===== src/design/assert_macros.svh =====
// Assertion macros for the RTL of the fixed-point to radix text converter.
// No dependencies; included by the files that check their own logic.
`ifndef ASSERT_MACROS_SVH
`define ASSERT_MACROS_SVH
`ifndef SYNTH
// Same-cycle implication, checked at every rising edge outside reset.
`define FXRT_ASSERT_IMP(label, ck, rstn, ante, cons) \
	label: assert property (@(posedge ck) disable iff (!rstn) (ante) |-> (cons)) \
		else $error("fxrt assertion failed");
// Next-cycle implication, checked at every rising edge outside reset.
`define FXRT_ASSERT_NXT(label, ck, rstn, ante, cons) \
	label: assert property (@(posedge ck) disable iff (!rstn) (ante) |=> (cons)) \
		else $error("fxrt assertion failed");
`else
`define FXRT_ASSERT_IMP(label, ck, rstn, ante, cons)
`define FXRT_ASSERT_NXT(label, ck, rstn, ante, cons)
`endif
`endif


===== src/design/fxrt_pkg.sv =====
// Package for the fixed-point to radix text converter: types, character codes, glyph lookup.
// No dependencies; used by the controller, the datapath and the top level.
`timescale 1ns / 1ps
`default_nettype none
package fxrt_pkg;

	// Radix register width, legal range and default.
	localparam int RADIX_W = 6;
	localparam logic [RADIX_W-1:0] RADIX_DEFAULT = 6'd10;
	localparam logic [RADIX_W-1:0] RADIX_MIN = 6'd2;
	localparam logic [RADIX_W-1:0] RADIX_MAX = 6'd36;
	localparam logic [RADIX_W-1:0] RADIX_SW_DEFAULT = 6'd0;

	// ASCII codes used in the text.
	localparam logic [7:0] CHAR_ZERO = 8'h30;
	localparam logic [7:0] CHAR_LOWER_A = 8'h61;
	localparam logic [7:0] CHAR_POINT = 8'h2e;
	localparam logic [7:0] CHAR_MINUS = 8'h2d;
	localparam logic [7:0] DECIMAL_DIGITS = 8'd10;

	// Controller states.
	typedef enum logic [2:0] {
		ST_IDLE,
		ST_CHECK,
		ST_DIV,
		ST_STORE,
		ST_SIGN,
		ST_INT,
		ST_POINT,
		ST_FRAC
	} state_t;

	// Commands from the controller to the datapath.
	typedef struct packed {
		logic load;
		logic store_zero;
		logic div_init;
		logic div_step;
		logic store_digit;
		logic emit_sign;
		logic emit_int;
		logic emit_point;
		logic emit_frac;
	} cmd_t;

	// Status from the datapath to the controller.
	typedef struct packed {
		logic neg;
		logic quo_zero;
		logic count_zero;
		logic count_full;
		logic bit_last;
		logic idx_zero;
		logic frac_last;
		logic out_free;
	} status_t;

	// Maps a digit value to its lower-case ASCII glyph.
	function automatic logic [7:0] glyph(input logic [RADIX_W-1:0] d);
		logic [7:0] wide;
		wide = {2'b00, d};
		if (wide < DECIMAL_DIGITS) begin
			return CHAR_ZERO + wide;
		end else begin
			return CHAR_LOWER_A + (wide - DECIMAL_DIGITS);
		end
	endfunction

endpackage
`default_nettype wire


===== src/design/fxrt_ctrl.sv =====
// Controller state machine of the fixed-point to radix text converter.
// Depends on fxrt_pkg; drives datapath commands from datapath status.
`timescale 1ns / 1ps
`default_nettype none
module fxrt_ctrl
	import fxrt_pkg::*;
(
	input  wire logic    clk,
	input  wire logic    arst_n,
	input  wire logic    in_valid,
	input  wire status_t status,
	output cmd_t         cmd,
	output logic         idle
);

	state_t state_q;
	state_t state_next;

	// State register.
	always_ff @(posedge clk or negedge arst_n) begin
		if (!arst_n) begin
			state_q <= ST_IDLE;
		end else begin
			state_q <= state_next;
		end
	end

	// Next state and commands.
	always_comb begin
		state_next = state_q;
		cmd = '0;
		idle = 1'b0;
		unique case (state_q)
			ST_IDLE: begin
				idle = 1'b1;
				if (in_valid) begin
					cmd.load = 1'b1;
					state_next = ST_CHECK;
				end
			end
			ST_CHECK: begin
				if (status.quo_zero) begin
					cmd.store_zero = status.count_zero;
					state_next = ST_SIGN;
				end else if (status.count_full) begin
					state_next = ST_SIGN;
				end else begin
					cmd.div_init = 1'b1;
					state_next = ST_DIV;
				end
			end
			ST_DIV: begin
				cmd.div_step = 1'b1;
				if (status.bit_last) begin
					state_next = ST_STORE;
				end
			end
			ST_STORE: begin
				cmd.store_digit = 1'b1;
				state_next = ST_CHECK;
			end
			ST_SIGN: begin
				if (!status.neg) begin
					state_next = ST_INT;
				end else if (status.out_free) begin
					cmd.emit_sign = 1'b1;
					state_next = ST_INT;
				end
			end
			ST_INT: begin
				if (status.out_free) begin
					cmd.emit_int = 1'b1;
					if (status.idx_zero) begin
						state_next = ST_POINT;
					end
				end
			end
			ST_POINT: begin
				if (status.out_free) begin
					cmd.emit_point = 1'b1;
					state_next = ST_FRAC;
				end
			end
			ST_FRAC: begin
				if (status.out_free) begin
					cmd.emit_frac = 1'b1;
					if (status.frac_last) begin
						state_next = ST_IDLE;
					end
				end
			end
			default: begin
				state_next = ST_IDLE;
			end
		endcase
	end

endmodule
`default_nettype wire


===== src/design/fxrt_dp.sv =====
// Datapath of the fixed-point to radix text converter: radix register, bit-serial divider,
// digit store, fraction multiplier and output register. Depends on fxrt_pkg.
`timescale 1ns / 1ps
`default_nettype none
module fxrt_dp
	import fxrt_pkg::*;
#(
	parameter int INT_BITS    = 31,
	parameter int FRAC_BITS   = 16,
	parameter int FRAC_DIGITS = 4
) (
	input  wire logic                             clk,
	input  wire logic                             arst_n,
	input  wire logic                             cfg_we,
	input  wire logic [RADIX_W-1:0]               cfg_radix,
	input  wire logic signed [INT_BITS+FRAC_BITS:0] fixed_value,
	input  wire logic                             out_stall,
	input  wire cmd_t                             cmd,
	output status_t                               status,
	output logic                                  out_valid,
	output logic [7:0]                            text_char,
	output logic                                  last_char
);

	localparam int VB  = INT_BITS + FRAC_BITS + 1;
	localparam int CW  = $clog2(INT_BITS + 1);
	localparam int IW  = $clog2(INT_BITS);
	localparam int FCW = (FRAC_DIGITS > 1) ? $clog2(FRAC_DIGITS) : 1;
	localparam int PW  = FRAC_BITS + RADIX_W;

	logic [RADIX_W-1:0]   radix_q;
	logic                 neg_q;
	logic [INT_BITS-1:0]  quo_q;
	logic [RADIX_W-1:0]   rem_q;
	logic [FRAC_BITS-1:0] frac_q;
	logic [IW-1:0]        bit_cnt_q;
	logic [CW-1:0]        count_q;
	logic [IW-1:0]        emit_idx_q;
	logic [FCW-1:0]       frac_cnt_q;
	logic [RADIX_W-1:0]   store_q [INT_BITS];
	logic                 out_valid_q;
	logic [7:0]           char_q;
	logic                 last_q;

	logic [VB-1:0]        raw_v;
	logic [VB-1:0]        abs_v;
	logic [VB-1:0]        sat_v;
	logic [RADIX_W:0]     partial;
	logic                 ge;
	logic [RADIX_W:0]     rem_diff;
	logic [PW-1:0]        prod;
	logic [RADIX_W-1:0]   frac_digit;
	logic                 out_free;

	// Magnitude of the input, saturated for the most negative value.
	always_comb begin
		raw_v = $unsigned(fixed_value);
		abs_v = raw_v[VB-1] ? (~raw_v + 1'b1) : raw_v;
		sat_v = abs_v[VB-1] ? {1'b0, {(VB-1){1'b1}}} : abs_v;
	end

	// One restoring division step: shift in the next dividend bit, subtract if it fits.
	always_comb begin
		partial = {rem_q, quo_q[INT_BITS-1]};
		ge = partial >= {1'b0, radix_q};
		rem_diff = partial - {1'b0, radix_q};
	end

	// Next fraction digit by multiplication with the radix.
	always_comb begin
		prod = PW'(frac_q) * PW'(radix_q);
		frac_digit = prod[PW-1:FRAC_BITS];
	end

	assign out_free = !out_valid_q || !out_stall;

	// Radix register; zero selects the default and out-of-range writes are dropped.
	always_ff @(posedge clk or negedge arst_n) begin
		if (!arst_n) begin
			radix_q <= RADIX_DEFAULT;
		end else if (cfg_we) begin
			if (cfg_radix == RADIX_SW_DEFAULT) begin
				radix_q <= RADIX_DEFAULT;
			end else if (cfg_radix >= RADIX_MIN && cfg_radix <= RADIX_MAX) begin
				radix_q <= cfg_radix;
			end
		end
	end

	// Counters and output valid.
	always_ff @(posedge clk or negedge arst_n) begin
		if (!arst_n) begin
			count_q     <= '0;
			bit_cnt_q   <= '0;
			emit_idx_q  <= '0;
			frac_cnt_q  <= '0;
			out_valid_q <= 1'b0;
		end else begin
			if (cmd.load) begin
				count_q    <= '0;
				frac_cnt_q <= '0;
			end
			if (cmd.store_zero) begin
				count_q    <= CW'(1);
				emit_idx_q <= '0;
			end
			if (cmd.div_init) begin
				bit_cnt_q <= '0;
			end
			if (cmd.div_step) begin
				bit_cnt_q <= bit_cnt_q + 1'b1;
			end
			if (cmd.store_digit) begin
				count_q    <= count_q + 1'b1;
				emit_idx_q <= count_q[IW-1:0];
			end
			if (cmd.emit_int) begin
				emit_idx_q <= emit_idx_q - 1'b1;
			end
			if (cmd.emit_frac) begin
				frac_cnt_q <= frac_cnt_q + 1'b1;
			end
			if (cmd.emit_sign || cmd.emit_int || cmd.emit_point || cmd.emit_frac) begin
				out_valid_q <= 1'b1;
			end else if (!out_stall) begin
				out_valid_q <= 1'b0;
			end
		end
	end

	// Working values, digit store and output character.
	always_ff @(posedge clk) begin
		if (cmd.load) begin
			neg_q  <= raw_v[VB-1];
			quo_q  <= sat_v[VB-2:FRAC_BITS];
			frac_q <= sat_v[FRAC_BITS-1:0];
		end
		if (cmd.store_zero) begin
			store_q[0] <= '0;
		end
		if (cmd.div_init) begin
			rem_q <= '0;
		end
		if (cmd.div_step) begin
			quo_q <= {quo_q[INT_BITS-2:0], ge};
			rem_q <= ge ? rem_diff[RADIX_W-1:0] : partial[RADIX_W-1:0];
		end
		if (cmd.store_digit) begin
			store_q[count_q[IW-1:0]] <= rem_q;
		end
		if (cmd.emit_sign) begin
			char_q <= CHAR_MINUS;
			last_q <= 1'b0;
		end
		if (cmd.emit_int) begin
			char_q <= glyph(store_q[emit_idx_q]);
			last_q <= 1'b0;
		end
		if (cmd.emit_point) begin
			char_q <= CHAR_POINT;
			last_q <= 1'b0;
		end
		if (cmd.emit_frac) begin
			char_q <= glyph(frac_digit);
			last_q <= (frac_cnt_q == FCW'(FRAC_DIGITS - 1));
			frac_q <= prod[FRAC_BITS-1:0];
		end
	end

	// Status back to the controller.
	always_comb begin
		status.neg        = neg_q;
		status.quo_zero   = (quo_q == '0);
		status.count_zero = (count_q == '0);
		status.count_full = (count_q == CW'(INT_BITS));
		status.bit_last   = (bit_cnt_q == IW'(INT_BITS - 1));
		status.idx_zero   = (emit_idx_q == '0);
		status.frac_last  = (frac_cnt_q == FCW'(FRAC_DIGITS - 1));
		status.out_free   = out_free;
	end

	assign out_valid = out_valid_q;
	assign text_char = char_q;
	assign last_char = last_q;

endmodule
`default_nettype wire


===== src/design/fixed_to_radix_text_top.sv =====
// Top level of the fixed-point to radix text converter.
// Depends on fxrt_pkg, fxrt_ctrl, fxrt_dp and assert_macros.svh.
//
//   channel   signals                        direction  meaning
//   in        in_valid, in_stall, fixed_value   in         one signed fixed-point value
//   out       out_valid, out_stall, text_char,  out        one character of its text
//             last_char
//   cfg       cfg_valid, cfg_ready, radix       in         radix register write
//
// Each integer digit passes through the check, the steps of the one-bit-per-cycle divider and
// the store. Once the digits are stored, each character leaves through the output register,
// one per cycle without stalls.
// Reset sets the radix to ten and the block idle; the digit store is not cleared.
// An output stall holds the current character and pauses emission of the next one.
// A new item is taken once the last character sits in the output register.
`timescale 1ns / 1ps
`default_nettype none
`include "assert_macros.svh"
module fixed_to_radix_text_top
	import fxrt_pkg::*;
#(
	parameter int INT_BITS    = 31,
	parameter int FRAC_BITS   = 16,
	parameter int FRAC_DIGITS = 4
) (
	input  wire logic                               clk,
	input  wire logic                               arst_n,
	input  wire logic                               in_valid,
	output logic                                    in_stall,
	input  wire logic signed [INT_BITS+FRAC_BITS:0] fixed_value,
	output logic                                    out_valid,
	input  wire logic                               out_stall,
	output logic [7:0]                              text_char,
	output logic                                    last_char,
	input  wire logic                               cfg_valid,
	output logic                                    cfg_ready,
	input  wire logic [RADIX_W-1:0]                 radix
);

	cmd_t    cmd;
	status_t status;
	logic    idle;
	logic    cfg_we;
	logic [3:0] emit_vec;

	// Handshake glue: items and register writes are taken while the controller is idle.
	assign in_stall  = !idle;
	assign cfg_ready = idle;
	assign cfg_we    = cfg_valid && cfg_ready;
	assign emit_vec  = {cmd.emit_sign, cmd.emit_int, cmd.emit_point, cmd.emit_frac};

	// Controller.
	fxrt_ctrl u_ctrl (
		.clk      (clk),
		.arst_n   (arst_n),
		.in_valid (in_valid),
		.status   (status),
		.cmd      (cmd),
		.idle     (idle)
	);

	// Datapath.
	fxrt_dp #(
		.INT_BITS    (INT_BITS),
		.FRAC_BITS   (FRAC_BITS),
		.FRAC_DIGITS (FRAC_DIGITS)
	) u_dp (
		.clk         (clk),
		.arst_n      (arst_n),
		.cfg_we      (cfg_we),
		.cfg_radix   (radix),
		.fixed_value (fixed_value),
		.out_stall   (out_stall),
		.cmd         (cmd),
		.status      (status),
		.out_valid   (out_valid),
		.text_char   (text_char),
		.last_char   (last_char)
	);

	// At most one character is produced per cycle.
	`FXRT_ASSERT_IMP(a_one_emit, clk, arst_n, 1'b1, $onehot0(emit_vec))
	// A character is only produced when the output register can take it.
	`FXRT_ASSERT_IMP(a_emit_room, clk, arst_n, emit_vec != 4'b0000, status.out_free)
	// An accepted item keeps the input stalled in the following cycle.
	`FXRT_ASSERT_NXT(a_busy_after_accept, clk, arst_n, in_valid && !in_stall, in_stall)

endmodule
`default_nettype wire


===== config.mk =====
export PLATFORM = sky130hd
export DESIGN_NAME = fixed_to_radix_text_top
export DESIGN_NICKNAME = d
export VERILOG_FILES = /design/src/design/fxrt_pkg.sv /design/src/design/fxrt_ctrl.sv /design/src/design/fxrt_dp.sv /design/src/design/fixed_to_radix_text_top.sv
export VERILOG_INCLUDE_DIRS = /design/src /design/src/design
export SDC_FILE = /design/constraint.sdc
export NUM_CORES = 1
export LEC_CHECK = 0
export ABC_AREA = 1
export BUFFER_PORTS_ARGS = -buffer_cell sky130_fd_sc_hd__buf_2
export CELL_PAD_IN_SITES_DETAIL_PLACEMENT = 0
export CELL_PAD_IN_SITES_GLOBAL_PLACEMENT = 1
export CORE_MARGIN = 4
export CORE_UTILIZATION = 35
export DETAILED_ROUTE_END_ITERATION = 6
export PLACE_DENSITY = 0.59
export SLEW_MARGIN = 30
export SYNTH_ARGS = -nofsm -noshare
export SYNTH_HDL_FRONTEND = slang
export SYNTH_SLANG_ARGS = --single-unit

===== constraint.sdc =====
create_clock -name clk -period 5.8 [get_ports clk]
set_input_delay 0.87 -clock clk [delete_from_list [all_inputs] [get_ports clk]]
set_output_delay 0.87 -clock clk [all_outputs]
set_load 0.03 [all_outputs]

# Word level (Yosys, flattened, before mapping)

Memory sizes are Yosys's and may differ from the RTL's.
Cells that the tools add are included.

Bits in registers: 90
Bits in writable memories: 186
Bits of input ports: 59
Output and inout port bits: 12
Logic and storage cells: 143
Memories: 1

Memories:

| name         | words | bits a word | read ports | clocked after memory_dff | wr ports | RTL line      | RTL |
|---|---|---|---|---|---|---|---|
| u_dp.store_q | 31    | 6           | 1          | 0                        | 1        | fxrt_dp.sv:40 | `logic [RADIX_W-1:0] store_q [INT_BITS];` |

Add/sub/neg operators: 12
Multiply operators: 1
Order comparisons: 5
Equal/unequal tests: 19
Muxes and demuxes: 67
Bitwise operators: 1
Reductions and logical operators: 24

Operator list:

| operator                                                                     | count |
|---|---|
| 31-bit two-way mux                                                           | 2 |
| 48-bit by 1-bit adder with 48-bit output, second input constant              | 1 |
| 48-bit two-way mux                                                           | 1 |
| 8-bit two-way mux                                                            | 6 |
| 48-bit NOT                                                                   | 1 |
| 47-bit two-way mux                                                           | 1 |
| 5-bit two-way mux                                                            | 9 |
| 6-bit two-way mux                                                            | 6 |
| 3-bit two-way mux                                                            | 11 |
| 16-bit two-way mux                                                           | 2 |
| 31-bit zero test                                                             | 1 |
| 1-bit two-way mux                                                            | 25 |
| 3-bit one-hot mux with 8 select lines                                        | 1 |
| 16-bit by 6-bit multiplier with 22-bit output                                | 1 |
| 7-bit by 8-bit adder with 8-bit output, first input constant                 | 2 |
| 6-bit by 6-bit adder with 7-bit output, first input constant                 | 2 |
| 6-bit by 4-bit subtractor with 7-bit output, second input constant           | 2 |
| 3-bit equality test, second input constant                                   | 4 |
| 6-bit by 4-bit less-than comparator with 1-bit output, second input constant | 2 |
| 5-bit by 1-bit adder with 5-bit output, second input constant                | 2 |
| 5-bit equality test, second input constant                                   | 2 |
| 5-bit zero test                                                              | 2 |
| 2-bit by 1-bit inequality test with 1-bit output, second input constant      | 4 |
| 2-bit inequality test, second input constant                                 | 4 |
| other kinds (22)                                                             | 35 |

# Longest topological paths before layout

Depth after elaboration: 9
Depth in mapped cells: 32
Mapped depth without buffers: 29

# Hierarchy

A second synthesis with hierarchy kept.

Cells, all modules: 2,138
Area, all modules: 17,770.8 um^2

By module, submodules not included:

| module                  | instances | cells each | area an instance (um^2) | sequential area each (um^2) |
|---|---|---|---|---|
| fxrt_dp                 | 1         | 2,076      | 17,400.4                | 8,080.2 |
| fxrt_ctrl               | 1         | 59         | 359.1                   | 75.1 |
| fixed_to_radix_text_top | 1         | 3          | 11.3                    | 0.0 |

# Worst setup path before layout

No wires, ideal clock.

Path kind: register -> register
From: reg u_dp.radix_q[1]
To: reg u_dp.char_q[5] (netlist: u_dp.text_char[5]) (data pin)
Setup time: 0.249 ns
Data arrival time: 4.538 ns
Required time: 5.551 ns
Path slack: 1.013 ns
Stages on the path, launching flop included: 32
Path buffers: 2
Period minus slack after synthesis: 4.787 ns
Cells stage by stage: dfstp_2 > clkbuf_1 > clkbuf_1 > nand2_1 > inv_1 > fa_1 > fa_1 > inv_1 > fa_1 > inv_1 > ha_1 > nand2_1 > nand2_1 > a21oi_1 > nand2_1 > nand2_1 > nand2_1 > nand2_1 > nand2_1 > ha_1 > inv_1 > nand2_1 > nand2_1 > nand2_1 > nand2_1 > inv_1 > nand2_1 > nand2_1 > nand2_1 > nand2_1 > nand2_1 > inv_1

Longest elaborated chain between the ends: 5
Elaborated cells on any way between the ends: 7
Those cells by class: add/sub: 3; mul: 1; order compare: 1; mux: 2

RTL lines:

| element                                           | RTL line       | RTL |
|---|---|---|
| start, declared                                   | fxrt_dp.sv:31  | `logic [RADIX_W-1:0] radix_q;` |
| start signal, assigned                            | fxrt_dp.sv:85  | `radix_q <= cfg_radix;` |
| 16-bit by 6-bit multiplier with 22-bit output (*) | fxrt_dp.sv:71  | `prod = PW'(frac_q) * PW'(radix_q);` |
| 6-bit by 4-bit subtractor with 7-bit output       | fxrt_pkg.sv:65 | `return CHAR_LOWER_A + (wide - DECIMAL_DIGITS);` |
| 7-bit by 8-bit adder with 8-bit output            | fxrt_pkg.sv:65 |  |
| 8-bit two-way mux (*)                             | fxrt_pkg.sv:62 | `if (wide < DECIMAL_DIGITS) begin` |
| 8-bit two-way mux (*)                             | fxrt_dp.sv:163 | `if (cmd.emit_frac) begin` |
| end signal, assigned                              | fxrt_dp.sv:156 | `char_q <= glyph(store_q[emit_idx_q]);` |
| end signal, assigned                              | fxrt_dp.sv:164 | `char_q <= glyph(frac_digit);` |
| end, declared                                     | fxrt_dp.sv:42  | `logic [7:0] char_q;` |

Mark *: on every way between the ends. The rest lies on a longest branch, timed or not.
A chain may end at the register's enable or synchronous reset.

# Final worst setup path

From: reg u_dp.radix_q[4]
To: reg u_dp.char_q[6] (netlist: u_dp.text_char[6]) (data pin)

The elaborated chain is that of the path after synthesis.

==> results.md <==
* Final Hold Fails at 0
* Area Overhead vs Synth at 12.10%
* CP Max Fanout at 18
* Final setup TNS at 0 ns
* Outcome: finished, final reports clean
* EDFF count, synth at 249
* Tcrit/Tclk final at 87.71%
* Commonest non-fill, non-tap cells in the layout: 552 x nand2_1, 398 x inv_1, 266 x nor2_1, 249 x edfxtp_1, 136 x nand3_1
* Vias in the first global route at 14096
* Final period demand of the worst path at 5.087 ns
* Initial antenna violation count at 0
* Post-route antenna net violation count at 0
* Critical path startpoint category: register
* Initial drt markers at 649
* Ys Warns at 0
* Seq/Total Area, Yosys at 45.65%
* Final setup violation count at 0
* GRT Overall Usage at 18.75%
* First-pass GRT wire length at 79710 um
* Syn Inst Count at 2172
* Crit Path Class: register to register
* Final hold slack at 0.3897 ns
* Max Root-Sink Buffers at 3
* # resized after CTS at 0
* Row count at 82
* Critical Path RT at 6.10 ns
* CTS clk-pin slew, worst paths at 0.06 ns
* Average size of a mapped cell at 8.226 um^2
* Max Transition Viols Final at 0
* Crit path DAT at 5.38 ns
* Max Cap Viol at 0
* CTS tree: yes
* Crit path buf inv count at 3
* Relative slew slack at 42.29%
* Layout cells sized above 1 at 7.723%
* Primary FF master, synth: edfxtp_1
* GP Congestion at 0.8173
* Clk Latency, worst-skew pair at 0.56 ns
* GRT overflow at 0
* DP HPWL at 36090 um
* Effective utilization at floorplan at 35.54%
* Drt via density at 4.766
* Most common cell after layout, fill and taps aside: nand2_1
* Crit path top cell by count: nand2_1
* Final wirelength at 50490 um
* Fmax at 196.6 MHz
* Measured slew at the worst slew-check pin at 0.8643 ns
* Critical path's slowest cell: dfrtp_1
* Critical path endpoint category: register
* Die height at 233.9 um
* Unrepaired setup endpoints after global routing: no
* Mapped cell area at 0.01787 mm^2
* Setup repair bufs after CTS at 0
* DIE AREA at 0.05472 mm^2
* Die width at 233.9 um
* Htree depth at 2
* Nets at 2397
* Synth Register Bits at 276
* Clock buffer count from CTS at 35
* Synth area leaders: edfxtp_1 42%, nand2_1 12%, inv_1 8.4%
* Cells along the critical path: nand2_1 > fa_1 > fa_1 > fa_1 > inv_1 > ha_1 > nand2_1 > nand3_1 > nand2_1 > nand2_1 > nand3_1 > nand2_1 > xor2_1 > ha_1 > inv_1 > nor2_1 > nand3_1 > inv_1 > a21oi_1 > nor2_1 > o21ai_0
* Synth unique cells at 53
* Synth Net Count at 2341
* Slowest cell delay on critical path at 0.76 ns
* PortBufs at 70
* # hold bufs at CTS at 0
* CTS root buf: clkbuf_16
* Critical path's top delay family: adder cells
* # DRC at 0
* Async SR Flop Fraction at 9.783%
* Diodes inserted at 0
* Cell taking the most area after synthesis: edfxtp_1
* Area share of the largest cell type after synthesis at 41.85%
* CTS Sinks at 276
* WL/cell at 17.26 um
* Fillers at 5195
* Largest net degree at the start of global routing at 104
* Setup Skew at 0.02442 ns
* Drt first pass iters at 5
* Hold Crit Class: input port to async pin
* Vias at 13940
* Core area at 0.05027 mm^2
* I/O pins at 71
## metrics by stage
stage	utilization [%]	setup WS, ns	cell area [um^2]	std cells
after CTS	39.67	0.6975	19950	2922
final	39.84	0.7126	20030	2925
after detailed placement	37.50	0.6864	18850	2860
after floorplan	-	1.013	17870	2172
after global placement	37.49	0.8073	18850	2859
after global routing	39.84	0.2793	20030	2925
## layout make-up
class / instances / area, um^2 / share of cell area, %
Multi-Input combinational cell: 1421 / 7840 / 39.15
Clock buffer: 48 / 964.7 / 4.817
Tap cell: 672 / 840.8 / 4.198
Sequential cell: 276 / 8157 / 40.73
Clock inverter: 14 / 127.6 / 0.6372
Timing Repair Buffer: 89 / 575.6 / 2.874
Inverter: 405 / 1523 / 7.603
## flip-flops by register name, indices dropped and copies added (netlist names)
signal / flops
u_ctrl.state_q: 3
u_dp.frac_q: 16
u_dp.emit_idx_q: 5
u_dp.frac_cnt_q: 2
u_dp.count_q: 5
u_dp.last_char: 1
u_dp.quo_q: 31
u_dp.bit_cnt_q: 5
u_dp.out_valid: 1
u_dp.rem_q: 6
u_dp.radix_q: 6
u_dp.neg_q: 1
u_dp.text_char: 8
u_dp.store_q: 186
## cell families (layout without fill, tap and decap cells)
kind of cell,count (synthesis),after routing,synth area share (%)
AND/OR/NAND/NOR,1036,1036,24.11
buffers and inverters,475,556,10.67
flip-flops,276,276,45.65
multiplexers,1,1,0.06303
adder cells (fa/ha/maj),110,110,10.14
XOR/XNOR,47,47,2.304
AO/OA/AOI/OAI,227,227,7.073
## synthesized netlist by cell type, drive strengths merged (3+ instances only)
library cell	n
o31ai	3
nand3b	8
nor2	274
fa	58
a21oi	75
buf	35
xor2	30
inv	405
o211ai	19
or2	6
nor4	13
o21ai	97
nand2	556
nor3	17
xnor2	17
nand3	137
ha	52
edfxtp	249
nand4	22
a31oi	12
dfrtp	25
o22ai	7
clkbuf	35
a21o	3
## path summary, 6_finish.rpt
kind,end,cells past startpoint,start,slack [ns]
worst max-delay path,u_dp.text_char[6],21,u_dp.radix_q[4],0.71
min in group clk,u_dp.frac_cnt_q[0],1,u_dp.frac_cnt_q[0],0.50
worst min-delay path,u_dp.out_valid,1,arst_n,0.39
worst min register to register,u_dp.frac_cnt_q[0],1,u_dp.frac_cnt_q[0],0.50
worst max register to register,u_dp.text_char[6],21,u_dp.radix_q[4],0.71
max in group asynchronous,u_dp.emit_idx_q[0],1,arst_n,4.89
## metal layers
layer  part of all wire (%)  up-vias  global-route usage [%]
met5                      0        -                       0
met4                    2.7        0                   5.106
met3                    3.5       73                   2.830
met2                     49      251                   32.73
met1                     45     6583                   24.32
li1                       -     7033                       -
Power is not shown: default switching activity piles up to over one toggle a cycle in this logic, so the estimate is an artifact.
